[config.mk]
export PLATFORM = sky130hd
export DESIGN_NAME = mtp_stage
export DESIGN_NICKNAME = d
export VERILOG_FILES = /design/src/design/mtp_pkg.sv /design/src/design/mtp_stage.sv
export SDC_FILE = /design/constraint.sdc
export NUM_CORES = 1
export LEC_CHECK = 0
export BUFFER_PORTS_ARGS = -buffer_cell sky130_fd_sc_hd__clkbuf_2
export CAP_MARGIN = 15
export CORE_MARGIN = 2
export CORE_UTILIZATION = 45
export CTS_BUF_LIST = sky130_fd_sc_hd__clkbuf_4 sky130_fd_sc_hd__clkbuf_8
export CTS_CLUSTER_SIZE = 20
export DETAILED_ROUTE_END_ITERATION = 8
export PLACE_DENSITY_LB_ADDON = 0.12
export SYNTH_ARGS = -nofsm -noshare
export SYNTH_HDL_FRONTEND = slang
export SYNTH_SLANG_ARGS = --single-unit
[constraint.sdc]
create_clock -name clk -period 3.6 [get_ports clk]
set_clock_uncertainty 0.05 [all_clocks]
set_input_delay 0.36 -clock clk [delete_from_list [all_inputs] [get_ports clk]]
set_output_delay 0.36 -clock clk [all_outputs]
set_load 0.1 [all_outputs]
[src/design/mtp_pkg.sv]
// ----------------------------------------------------------------------------
// mtp_pkg
// Shared constants, types and word functions of the MT19937 generator.
// ----------------------------------------------------------------------------
package mtp_pkg;

  localparam int STATE_WORDS_DEF = 624;
  localparam int SHIFT_DIST      = 397;
  localparam int IDX_W           = 10;
  localparam int WORD_W          = 32;

  localparam logic [WORD_W-1:0] COEF_A   = 32'h9908_B0DF;
  localparam logic [WORD_W-1:0] HIGH_BIT = 32'h8000_0000;
  localparam logic [WORD_W-1:0] LOW_BITS = 32'h7FFF_FFFF;
  localparam logic [WORD_W-1:0] TEMPER_B = 32'h9D2C_5680;
  localparam logic [WORD_W-1:0] TEMPER_C = 32'hEFC6_0000;

  // Operation codes of a request item
  localparam logic OP_LOAD = 1'b0;
  localparam logic OP_GEN  = 1'b1;

  // Kind of work held in the compute stage
  typedef enum logic [1:0] {
    K_GEN,
    K_LOAD,
    K_SWEEP
  } kind_t;

  // Control phase: memory clearing after reset, then normal run
  typedef enum logic {
    PH_CLEAR,
    PH_RUN
  } phase_t;

  typedef struct packed {
    logic              en;
    logic [IDX_W-1:0]  addr;
    logic [WORD_W-1:0] data;
  } wr_req_t;

  typedef struct packed {
    logic             en;
    logic [IDX_W-1:0] addr_a;
    logic [IDX_W-1:0] addr_b;
  } rd_req_t;

  typedef struct packed {
    logic              valid;
    kind_t             kind;
    logic [IDX_W-1:0]  step;
    logic [IDX_W-1:0]  idx;
    logic [WORD_W-1:0] seed;
  } issue_t;

  // One step of the twist recurrence
  function automatic logic [WORD_W-1:0] next_word(input logic [WORD_W-1:0] cur,
                                                  input logic [WORD_W-1:0] nxt,
                                                  input logic [WORD_W-1:0] far);
    logic [WORD_W-1:0] y;
    logic [WORD_W-1:0] r;
    y = (cur & HIGH_BIT) | (nxt & LOW_BITS);
    r = far ^ (y >> 1);
    if (y[0]) begin
      r = r ^ COEF_A;
    end
    return r;
  endfunction

  // Output tempering
  function automatic logic [WORD_W-1:0] temper(input logic [WORD_W-1:0] w);
    logic [WORD_W-1:0] s;
    s = w;
    s = s ^ (s >> 11);
    s = s ^ ((s << 7) & TEMPER_B);
    s = s ^ ((s << 15) & TEMPER_C);
    s = s ^ (s >> 18);
    return s;
  endfunction

endpackage

[src/design/mtp_stage.sv]
// ----------------------------------------------------------------------------
// mtp_stage
// Compute stage and result register: twists one state word from the
// carried current word and the two memory reads, writes it back, and
// tempers it for the result. Loads write their seed word here.
// ----------------------------------------------------------------------------
module mtp_stage import mtp_pkg::*; #(
  parameter int STATE_WORDS = STATE_WORDS_DEF
) (
  input  logic              clk,
  input  logic              rst,
  input  issue_t            iss,
  input  logic [WORD_W-1:0] rd_a,
  input  logic [WORD_W-1:0] rd_b,
  input  logic              rsp_stall,
  output logic              s1_free,
  output wr_req_t           wr,
  output logic              rsp_valid,
  output logic [WORD_W-1:0] random_word
);

  logic              s1_valid;
  kind_t             s1_kind;
  logic [IDX_W-1:0]  s1_step;
  logic [IDX_W-1:0]  s1_idx;
  logic [WORD_W-1:0] s1_seed;
  logic [WORD_W-1:0] cur_word;
  logic [WORD_W-1:0] new_word;
  logic              s1_go;
  logic              idx_ok;

  assign s1_go    = s1_valid && ((s1_kind != K_GEN) || !rsp_valid || !rsp_stall);
  assign s1_free  = !s1_valid || s1_go;
  assign new_word = next_word(cur_word, rd_a, rd_b);
  assign idx_ok   = (s1_idx < IDX_W'(STATE_WORDS));

  // Load the stage from the issue side
  always_ff @(posedge clk) begin
    if (rst) begin
      s1_valid <= 1'b0;
    end else if (s1_free) begin
      s1_valid <= iss.valid;
    end
  end

  always_ff @(posedge clk) begin
    if (s1_free) begin
      s1_kind <= iss.kind;
      s1_step <= iss.step;
      s1_idx  <= iss.idx;
      s1_seed <= iss.seed;
    end
  end

  // Write back a twisted word or a seed word
  always_comb begin
    wr.en   = 1'b0;
    wr.addr = s1_step;
    wr.data = new_word;
    case (s1_kind) inside
      K_GEN, K_SWEEP: begin
        wr.en = s1_go;
      end
      K_LOAD: begin
        wr.en   = s1_go && idx_ok;
        wr.addr = s1_idx;
        wr.data = s1_seed;
      end
      default: wr.en = 1'b0;
    endcase
  end

  // Carry the untwisted word at the next position
  always_ff @(posedge clk) begin
    if (rst) begin
      cur_word <= '0;
    end else if (s1_go) begin
      if (s1_kind != K_LOAD) begin
        cur_word <= rd_a;
      end else if (s1_idx == '0) begin
        cur_word <= s1_seed;
      end
    end
  end

  // Hold the result until taken
  always_ff @(posedge clk) begin
    if (rst) begin
      rsp_valid <= 1'b0;
    end else if (s1_go && (s1_kind == K_GEN)) begin
      rsp_valid <= 1'b1;
    end else if (!rsp_stall) begin
      rsp_valid <= 1'b0;
    end
  end

  always_ff @(posedge clk) begin
    if (s1_go && (s1_kind == K_GEN)) begin
      random_word <= temper(new_word);
    end
  end

  a_gen_gives_item: assert property (@(posedge clk) disable iff (rst)
    (s1_go && (s1_kind == K_GEN)) |=> rsp_valid)
    else $error("generate step lost its item");

  a_wr_in_range: assert property (@(posedge clk) disable iff (rst)
    wr.en |-> (wr.addr < IDX_W'(STATE_WORDS)))
    else $error("state write out of range");

  a_stage_holds: assert property (@(posedge clk) disable iff (rst)
    (s1_valid && !s1_go) |=> (s1_valid && $stable(s1_step) && $stable(s1_kind)))
    else $error("stalled stage changed");

endmodule

==> flow_summary_export.csv <==
group,metric,value,unit
run_status,run_status,"finished, final reports clean",
worst_setup_path,worstPathMaxFanout,53,
synth,synthMostInstantiatedCell,"edfxtp_1",
flow_run,maxCapViolations,0,
synth,async_reset_ff_share,0,%
die,core,9330,µm²
synth,synth.top_cell.area_share,59.1,%
layout,nFillCells,809,
sta,fin_crit,2.85,ns
place,dp_slack,1.08,ns
power_and_ir_drop,power_density,569,nW/µm²
sta,rsz0062_at_grt,"false",
worst_setup_path,crit_arrival,2.44,ns
grt,grt_max_degree,56,
sta,fin_ws,0.750,ns
worst_setup_path,cp_data_required_time,3.19,ns
synth,ys_types,32,
sta,hold_viol_final,0,
worst_setup_path,path_cells,"nand2b_2 -> a21oi_1 -> o21a_1 -> clkbuf_2",
synth,ys.flop_type,"edfxtp_1",
clock_tree,cts-root-buf,"clkbuf_8",
sta,timing.final.crit_share,79.2,%
synth,synthTopCellsByCount,"edfxtp_1 (86), xnor2_1 (59), nand2_1 (44)",
clock_tree,clk_pin_slew_worst_paths,0.09,ns
power_and_ir_drop,p_leak,2.52,nW
sta,setup_viol_count_final,0,
clock_tree,clk_latency,0.34,ns
place,place_hpwl,7.82,mm
sta,relSlewSlack,30.5,%
die,dieArea,10500,µm²
routing,drt_iter0_markers,89,
clock_tree,postCtsSetupBuffers,0,
clock_tree,cts_max_level,3,
synth,synthCells,331,
synth,synth_seq_area_share,60.5,%
routing,firstDrtPassIters,4,
routing,routed_wl,9.89,mm
grt,grt_pass1_wl,14.6,mm
worst_setup_path,slowest_stage,"nand2b_2",
grt,grt_antenna_before_repair,0,
sta,slew_viol_final,0,
sta,tightest_slew,1.04,ns
clock_tree,cts_tree,"done",
worst_setup_path,cp_top_family,"simple AND/OR/NAND/NOR gates",
worst_setup_path,critPathLaunchType,"register",
die,io_pins,199,
die,row_count,35,
routing,vias,3114,
synth,syn-num-nets,453,
layout,drive_gt1_share,42.9,%
layout,syn2layout_area_growth,31.1,%
clock_tree,holdBufCountCts,0,
synth,ys_top_cells_by_area,"edfxtp_1 (59%), xnor2_1 (12%), xor2_1 (5.8%)",
synth,synth_seq_cells,89,
synth,yosys.area.top_type,"edfxtp_1",
grt,grt_pass1_vias,2898,
grt,track_usage,18.9,%
place,port_buffers,198,
power_and_ir_drop,ir_worst_vdd,0.000258,V
synth,synth_area_per_cell,13.2,µm²
die,die_x,103,µm
hold_path,hp-class,"in -> reg",
die,start_util,46.8,%
routing,drc,0,
clock_tree,cts_buffer_depth,2,
place,gp_congestion,0.892,
sta,timing.hold.ws,0.131,ns
worst_setup_path,worstSetupPathType,"reg -> out",
synth,synth_edf_count,86,
synth,netlist_area,4370,µm²
routing,wl_per_cell,14.9,µm
worst_setup_path,end_kind,"output pin",
sta,max_freq,351,MHz
routing,via_per_inst,4.68,
worst_setup_path,cp_num_buf_inv,1,
routing,final_antenna_net_count,0,
clock_tree,cts_buffers,9,
clock_tree,cts.sinks,89,
layout,diodes,0,
layout,nNetsFinal,653,
worst_setup_path,slowest_delay,0.68,ns
layout,postLayoutCoreUtil,61.4,%
clock_tree,cts_resized,0,
grt,overflow,0,
synth,yosys_warnings,0,
die,dieHeight,103,µm
[worst reg2reg max path: cells and delay by family (launching register included)]
family	cells	cell delay [ns]
AND/OR/NAND/NOR	2	0.89
AO/OA/AOI/OAI	2	0.58
flip-flops	1	0.46
[final timing paths]
kind	slack, ns	end	start	depth (start not counted)
worst max-delay path	0.75	wr[42]	s1_kind[1]	4
worst min-delay path	0.13	s1_seed[3]	iss[3]	1
worst max register to register	1.54	cur_word[31]	s1_kind[1]	4
worst min register to register	0.49	rsp_valid	rsp_valid	2
[cell families after synthesis]
family	count (synthesis)	share of synthesized area [%]
simple gates	85	7.77
flops	89	60.5
xor+xnor	105	25.6
compound gates	38	4.67
buf+inv	14	1.40
[power breakdown]
group | switching (mW) | internal, mW
logic | 0.888 | 0.363
registers | 0.0182 | 1.25
clock network | 0.348 | 0.391
[placed cells by master, fill, tap and decap left out, types with 3 or more instances in the layout]
cell	netlist	final
buf_4	0	3
a21oi_1	23	22
clkbuf_2	0	198
xor2_2	5	5
nor2_1	33	33
xor2_1	29	29
o21ai_0	10	10
xnor3_1	6	6
nand2_1	44	44
clkbuf_8	0	9
xnor2_1	59	59
edfxtp_1	86	86
[routing by layer]
layer | vias up | share of wire, % | GRT usage, %
met5 | - | 0 | 0
met4 | 0 | 1.5 | 6.67
met3 | 12 | 7.7 | 4.75
met2 | 130 | 50 | 31.2
met1 | 1448 | 41 | 24.3
li1 | 1524 | - | -
[state kept, by name (all words and copies together) (netlist names)]
register	count
cur_word	1
random_word	32
rsp_valid	1
s1_idx	10
s1_kind	2
s1_seed	32
s1_step	10
s1_valid	1
[area by class of cell]
cell class                      count  area [µm²]  share of cell area [%]
Inverter                            2        7.51                   0.131
Clock inverter                      7        93.8                    1.64
Tap cell                          129         161                    2.82
Timing Repair Buffer              201        1010                    17.7
Sequential cell                    89        2650                    46.2
Multi-Input combinational cell    228        1680                    29.3
Clock buffer                        9         124                    2.16
[metrics by stage]
stage | total power, mW | cell area (µm²) | cells | TNS, ns
floorplan | 2.31 | 4370 | 331 | -35.09
finish | 3.26 | 5730 | 665 | 0
global route | 3.39 | 5730 | 665 | 0
global placement | 2.53 | 5510 | 649 | 0
CTS | 3.28 | 5730 | 665 | 0
detailed placement | 2.55 | 5510 | 649 | 0
No activity file was read; power rests on OpenSTA's default activity.
