**src/design/mtp_pkg.sv**
```systemverilog
// ----------------------------------------------------------------------------
// mtp_pkg
// Shared constants, types and word functions of the MT19937 generator.
// ----------------------------------------------------------------------------
package mtp_pkg;

  localparam int STATE_WORDS_DEF = 624;
  localparam int SHIFT_DIST      = 397;
  localparam int IDX_W           = 10;
  localparam int WORD_W          = 32;

  localparam logic [WORD_W-1:0] COEF_A   = 32'h9908_B0DF;
  localparam logic [WORD_W-1:0] HIGH_BIT = 32'h8000_0000;
  localparam logic [WORD_W-1:0] LOW_BITS = 32'h7FFF_FFFF;
  localparam logic [WORD_W-1:0] TEMPER_B = 32'h9D2C_5680;
  localparam logic [WORD_W-1:0] TEMPER_C = 32'hEFC6_0000;

  // Operation codes of a request item
  localparam logic OP_LOAD = 1'b0;
  localparam logic OP_GEN  = 1'b1;

  // Kind of work held in the compute stage
  typedef enum logic [1:0] {
    K_GEN,
    K_LOAD,
    K_SWEEP
  } kind_t;

  // Control phase: memory clearing after reset, then normal run
  typedef enum logic {
    PH_CLEAR,
    PH_RUN
  } phase_t;

  typedef struct packed {
    logic              en;
    logic [IDX_W-1:0]  addr;
    logic [WORD_W-1:0] data;
  } wr_req_t;

  typedef struct packed {
    logic             en;
    logic [IDX_W-1:0] addr_a;
    logic [IDX_W-1:0] addr_b;
  } rd_req_t;

  typedef struct packed {
    logic              valid;
    kind_t             kind;
    logic [IDX_W-1:0]  step;
    logic [IDX_W-1:0]  idx;
    logic [WORD_W-1:0] seed;
  } issue_t;

  // One step of the twist recurrence
  function automatic logic [WORD_W-1:0] next_word(input logic [WORD_W-1:0] cur,
                                                  input logic [WORD_W-1:0] nxt,
                                                  input logic [WORD_W-1:0] far);
    logic [WORD_W-1:0] y;
    logic [WORD_W-1:0] r;
    y = (cur & HIGH_BIT) | (nxt & LOW_BITS);
    r = far ^ (y >> 1);
    if (y[0]) begin
      r = r ^ COEF_A;
    end
    return r;
  endfunction

  // Output tempering
  function automatic logic [WORD_W-1:0] temper(input logic [WORD_W-1:0] w);
    logic [WORD_W-1:0] s;
    s = w;
    s = s ^ (s >> 11);
    s = s ^ ((s << 7) & TEMPER_B);
    s = s ^ ((s << 15) & TEMPER_C);
    s = s ^ (s >> 18);
    return s;
  endfunction

endpackage

```
**src/design/mtp_issue.sv**
```systemverilog
// ----------------------------------------------------------------------------
// mtp_issue
// Request control: memory clearing after reset, twist position tracking,
// item acceptance and read address generation. A load that arrives in the
// middle of a twist round is held until the rest of the round is swept.
// ----------------------------------------------------------------------------
module mtp_issue import mtp_pkg::*; #(
  parameter int STATE_WORDS = STATE_WORDS_DEF
) (
  input  logic              clk,
  input  logic              rst,
  input  logic              req_valid,
  input  logic              operation,
  input  logic [IDX_W-1:0]  word_index,
  input  logic [WORD_W-1:0] seed_word,
  input  logic              s1_free,
  output logic              req_stall,
  output issue_t            iss,
  output rd_req_t           rd,
  output wr_req_t           clr_wr
);

  phase_t           phase;
  phase_t           phase_next;
  logic [IDX_W-1:0] clr_cnt;
  logic [IDX_W-1:0] pos;
  logic [IDX_W-1:0] step;
  logic             running;
  logic             round_done;
  logic             accept;
  logic             sweep;
  logic             step_go;

  // Next phase
  always_comb begin
    phase_next = phase;
    unique case (phase)
      PH_CLEAR: begin
        if (clr_cnt == IDX_W'(STATE_WORDS - 1)) begin
          phase_next = PH_RUN;
        end
      end
      PH_RUN: begin
        phase_next = PH_RUN;
      end
      default: phase_next = PH_CLEAR;
    endcase
  end

  // Phase outputs
  always_comb begin
    running     = 1'b0;
    clr_wr.en   = 1'b0;
    clr_wr.addr = clr_cnt;
    clr_wr.data = '0;
    unique case (phase)
      PH_CLEAR: clr_wr.en = 1'b1;
      PH_RUN:   running   = 1'b1;
      default:  running   = 1'b0;
    endcase
  end

  always_ff @(posedge clk) begin
    if (rst) begin
      phase   <= PH_CLEAR;
      clr_cnt <= '0;
    end else begin
      phase <= phase_next;
      if (phase == PH_CLEAR) begin
        clr_cnt <= clr_cnt + 1'b1;
      end
    end
  end

  // Acceptance: a load waits until the current twist round is complete
  assign round_done = (pos == IDX_W'(STATE_WORDS));
  assign accept     = running && s1_free && req_valid &&
                      ((operation == OP_GEN) || round_done);
  assign sweep      = running && s1_free && req_valid &&
                      (operation == OP_LOAD) && !round_done;
  assign step_go    = sweep || (accept && (operation == OP_GEN));
  assign req_stall  = !accept;
  assign step       = round_done ? '0 : pos;

  // Issue one item or one sweep step to the compute stage
  always_comb begin
    iss.valid = accept || sweep;
    iss.step  = step;
    iss.idx   = word_index;
    iss.seed  = seed_word;
    if (sweep) begin
      iss.kind = K_SWEEP;
    end else if (operation == OP_GEN) begin
      iss.kind = K_GEN;
    end else begin
      iss.kind = K_LOAD;
    end
  end

  // Read the following word and the far word of this twist step
  always_comb begin
    rd.en = step_go;
    if (step == IDX_W'(STATE_WORDS - 1)) begin
      rd.addr_a = '0;
    end else begin
      rd.addr_a = step + 1'b1;
    end
    if (step < IDX_W'(STATE_WORDS - SHIFT_DIST)) begin
      rd.addr_b = step + IDX_W'(SHIFT_DIST);
    end else begin
      rd.addr_b = step - IDX_W'(STATE_WORDS - SHIFT_DIST);
    end
  end

  // Advance the twist position
  always_ff @(posedge clk) begin
    if (rst) begin
      pos <= IDX_W'(STATE_WORDS);
    end else if (step_go) begin
      pos <= step + 1'b1;
    end
  end

  a_no_issue_in_clear: assert property (@(posedge clk) disable iff (rst)
    (phase == PH_CLEAR) |-> !iss.valid)
    else $error("item issued during memory clear");

  a_pos_range: assert property (@(posedge clk) disable iff (rst)
    (pos != '0) && (pos <= IDX_W'(STATE_WORDS)))
    else $error("twist position out of range");

  a_sweep_advances: assert property (@(posedge clk) disable iff (rst)
    sweep |=> (pos == $past(pos) + 1'b1))
    else $error("sweep step did not advance position");

endmodule

```
**config.mk**
```make
export PLATFORM = sky130hd
export DESIGN_NAME = mtp_issue
export DESIGN_NICKNAME = d
export VERILOG_FILES = /design/src/design/mtp_pkg.sv /design/src/design/mtp_issue.sv
export SDC_FILE = /design/constraint.sdc
export NUM_CORES = 1
export LEC_CHECK = 0
export BUFFER_PORTS_ARGS = -buffer_cell sky130_fd_sc_hd__buf_2
export CORE_UTILIZATION = 25
export CTS_CLUSTER_DIAMETER = 200
export DETAILED_ROUTE_END_ITERATION = 10
export PLACE_DENSITY = 0.6
export SETUP_SLACK_MARGIN = 0.2
export SLEW_MARGIN = 20
export SYNTH_ARGS = -nofsm -noshare
export SYNTH_HDL_FRONTEND = slang
export SYNTH_SLANG_ARGS = --single-unit
```
**constraint.sdc**
```tcl
create_clock -name clk -period 2.1 [get_ports clk]
set_input_delay 0.42 -clock clk [delete_from_list [all_inputs] [get_ports clk]]
set_output_delay 0.42 -clock clk [all_outputs]
set_load 0.02 [all_outputs]
```
==> impl_results.md <==
* Mean instance size in the synthesized netlist at 7.55 sq um
* Wire length on met2 at 3.05 mm
* CP max stage delay at 0.38 ns
* Ys async rst share at 0%
* Number of DRC violations after detailed routing at 0
* Post-synth design cell area at 0.00221 sq mm
* Register bit total from synthesis at 21
* Grt total ovfl at 0
* Area share of the largest cell type after synthesis at 26.5%
* Root Buffer Master: sky130_fd_sc_hd__clkbuf_8
* TritonCTS clock tree: built
* Cell family with most CP delay: simple AND/OR/NAND/NOR gates
* Arrival time of data at the critical path endpoint at 1.94 ns
* Largest driver fanout on the critical path at 4
* Total number of clock tree sinks at 21
* Flip-flop cell with the highest count after synthesis: sky130_fd_sc_hd__dfxtp_1
* Violated checks: setup timing
* Met3 wire len at 321 um
* Launching element type of the critical path: register
* Max Clk Rate at 424 MHz
* HP Class: register to register
* Final-report max-slew violation count at 0
* Average wire per cell in the routed design at 13.5 um
* Most area-hungry cell type in the Yosys netlist: sky130_fd_sc_hd__buf_4
* Worst voltage drop across the vdd grid at 0.000419 V
* Half-perimeter wire length after placement at 4.22 mm
* Reg clk slew, reported paths at 0.08 ns
* Total die area at 0.00920 sq mm
* Vias after detailed routing at 2,046
* Total routed wire length on the met1 layer at 2.76 mm
* Via count of the first global-routing pass at 1,874
* Final worst clock skew at 0.00231 ns
* Total number of nets in the final design at 405
* Standard cell with the maximum stage delay on the critical path: sky130_fd_sc_hd__dfxtp_4
* Post-route antenna net violation count at 0
* Post-layout instance area at 0.00341 sq mm
* Area of the placeable core at 0.00838 sq mm
* Initial core utilization at 26.3%
* Status: finished, violations left
* Critical path start-end classification: register to output pin
* Cell area after placement at 0.00247 sq mm
* Critical path buffer and inverter count at 1
* DR iter-0 viols at 53
* Gate count of the mapped netlist at 292
* Time the final worst path needs with I/O delays and setup at 2.36 ns
* Top Ports at 167
* Number of optimization iterations in the first detailed-route pass at 4
* Uppermost metal layer occupied by signal nets: met4
* Total clock buffers created by CTS at 3
* First-pass GRT wire length at 9.33 mm
* Initial antenna violation count at 0
* Synth top area cells: sky130_fd_sc_hd__buf_4 (27%), sky130_fd_sc_hd__dfxtp_1 (19%), sky130_fd_sc_hd__xor2_1 (5.6%)
* Power density of the placed cells at 225 mW/mm^2
* Tcrit/Tclk final at 112%
* Via density at 4.46
* Hold Violations, Final at 0
* Warnings from Yosys at 0
* Critical Path, Cell by Cell: ha_4 > or3_4 > nand2b_4 > nand2_4 > mux2i_2 > xnor2_2 > buf_4
* Number of different library cells in the post-synthesis netlist at 49
* Fraction of final layout cells with drive strength greater than 1 at 60.2%
* Final setup violation count at 25
* ANT cells at 0
* Post-detailed-routing wire length at 6.20 mm
* Placer's final routability congestion estimate at 0.788
* Max Buffers Root-to-Sink at 2
* Die extent in x at 95.9 um
* Worst Slack Setup Final at -0.258 ns
* Worst hold slack at 0.512 ns
* Port Buffers at 50
* Commonest cells after routing, fill and taps aside: sky130_fd_sc_hd__buf_4 (52), sky130_fd_sc_hd__buf_6 (46), sky130_fd_sc_hd__conb_1 (32), sky130_fd_sc_hd__nor2_1 (21), sky130_fd_sc_hd__buf_2 (21)
* Unrepaired setup endpoints after global routing: true
* Critical Path Sink Type: output pin
* Clock latency of the later-clocked register in the worst-skew pair at 0.26 ns
* Max-cap violations at 0
* H-tree lvl count at 1
* Leakage component of the power at 0.00154 uW
* Proportion of synthesized chip area in sequential cells at 19.1%
* Maximum number of pins on one net before global-route repair at 22
* Std-Cell Rows at 33
* Required time of the critical path at 1.68 ns
* Die height at 95.9 um
* Number of synthesized flops with an enable pin at 0
* Layout overhead on the synthesized area at 54.7%
* Gr usage total at 13.0%
* Most frequent standard cell in the layout excluding fill and tap cells: sky130_fd_sc_hd__buf_4
flip-flops by register name, summed over array words and instances (netlist names):
name,cells
clr_cnt,10
phase,1
pos,10
repair_timing:
item	4_1_cts	5_1_grt
setup buffers	13	16
resized for setup	94	84
hold buffers	0	0
cloned	0	0
hold endpoints to repair	0	0
pin swaps	27	34
endpoints found under the setup margin	35	39
area by class of cell:
class,count,area (sq um)
fillers,817,4970
multi-input cells,197,1680
repair buffers,122,1070
flip-flops and latches,21,443
well taps,105,131
inverters,10,45.0
clock buffers,3,41.3
clock inverters,1,5.00
cell families (layout without fill, tap and decap cells):
kind of cell	count (synthesis)	count (layout)	share of synthesized area, %
AO/OA/AOI/OAI	38	38	12.3
XOR/XNOR	25	25	9.93
adder cells (fa/ha/maj)	3	3	1.70
buffers and inverters	105	136	31.8
flip-flops	21	21	19.1
multiplexers	3	3	1.36
other	1	32	0.170
AND/OR/NAND/NOR	96	96	23.7
worst register-to-register path, cell delays in order, from the launching register on:
cell and delay (ns):
sky130_fd_sc_hd__dfxtp_4 0.38, sky130_fd_sc_hd__inv_4 0.06, sky130_fd_sc_hd__ha_4 0.12, sky130_fd_sc_hd__buf_6 0.10
sky130_fd_sc_hd__nand4bb_4 0.15, sky130_fd_sc_hd__buf_6 0.16, sky130_fd_sc_hd__buf_6 0.11, sky130_fd_sc_hd__o41ai_4 0.29
sky130_fd_sc_hd__inv_4 0.08, sky130_fd_sc_hd__buf_6 0.12, sky130_fd_sc_hd__buf_6 0.11, sky130_fd_sc_hd__nand4_1 0.08
sky130_fd_sc_hd__xor2_1 0.16, sky130_fd_sc_hd__nor2_1 0.05
metal layers:
layer	vias to the layer above	track usage (%)
met2	81	21.4
met5	-	0
met1	969	16.9
met3	10	3.40
li1	986	-
met4	0	3.11
power by group:
| group | total [uW] | internal, uW | switching [uW] |
|---|---|---|---|
| logic | 93.2 | 16.2 | 77.0 |
| registers | 403 | 398 | 5.49 |
| clock network | 270 | 132 | 138 |
| total | 766 | 546 | 221 |
cell usage after synthesis, drive strengths merged, types with 2 or more instances:
| cell | n |
|---|---|
| nand3 | 12 |
| nand4bb | 2 |
| nand2b | 2 |
| nand2 | 18 |
| nor3 | 8 |
| xnor2 | 11 |
| inv | 10 |
| and4 | 2 |
| a211o | 3 |
| mux2i | 3 |
| nand4 | 4 |
| ha | 3 |
| clkbuf | 7 |
| nor2 | 31 |
| xor2 | 14 |
| and2 | 5 |
| dfxtp | 21 |
| a311oi | 3 |
| and3 | 2 |
| a221o | 2 |
| o21ai | 11 |
| nor2b | 5 |
| and4bb | 2 |
| a21oi | 11 |
| buf | 88 |
metrics by stage:
stage / power [uW] / setup TNS (ns) / setup slack (ns) / util (%) / instances
final: 766 / -3.07 / -0.258 / 40.7 / 459
after global routing: 809 / -5.09 / -0.323 / 40.7 / 459
after CTS: 773 / -3.19 / -0.255 / 35.6 / 443
after detailed placement: 506 / -0.136 / -0.0571 / 29.5 / 426
after global placement: 506 / -0.0416 / -0.0226 / 29.5 / 426
after floorplan: 653 / -0.109 / -0.0378 / - / 323
worst paths after layout:
kind / cells after the start / startpoint / to / slack [ns]
setup / recovery: 7 / pos[1] / rd[7] / -0.26
hold / removal: 2 / clr_cnt[9] / phase / 0.51
setup reg to reg: 13 / pos[1] / pos[8] / 0.02
hold reg to reg: 2 / clr_cnt[9] / phase / 0.51
Power figures use the tool's default switching activity.
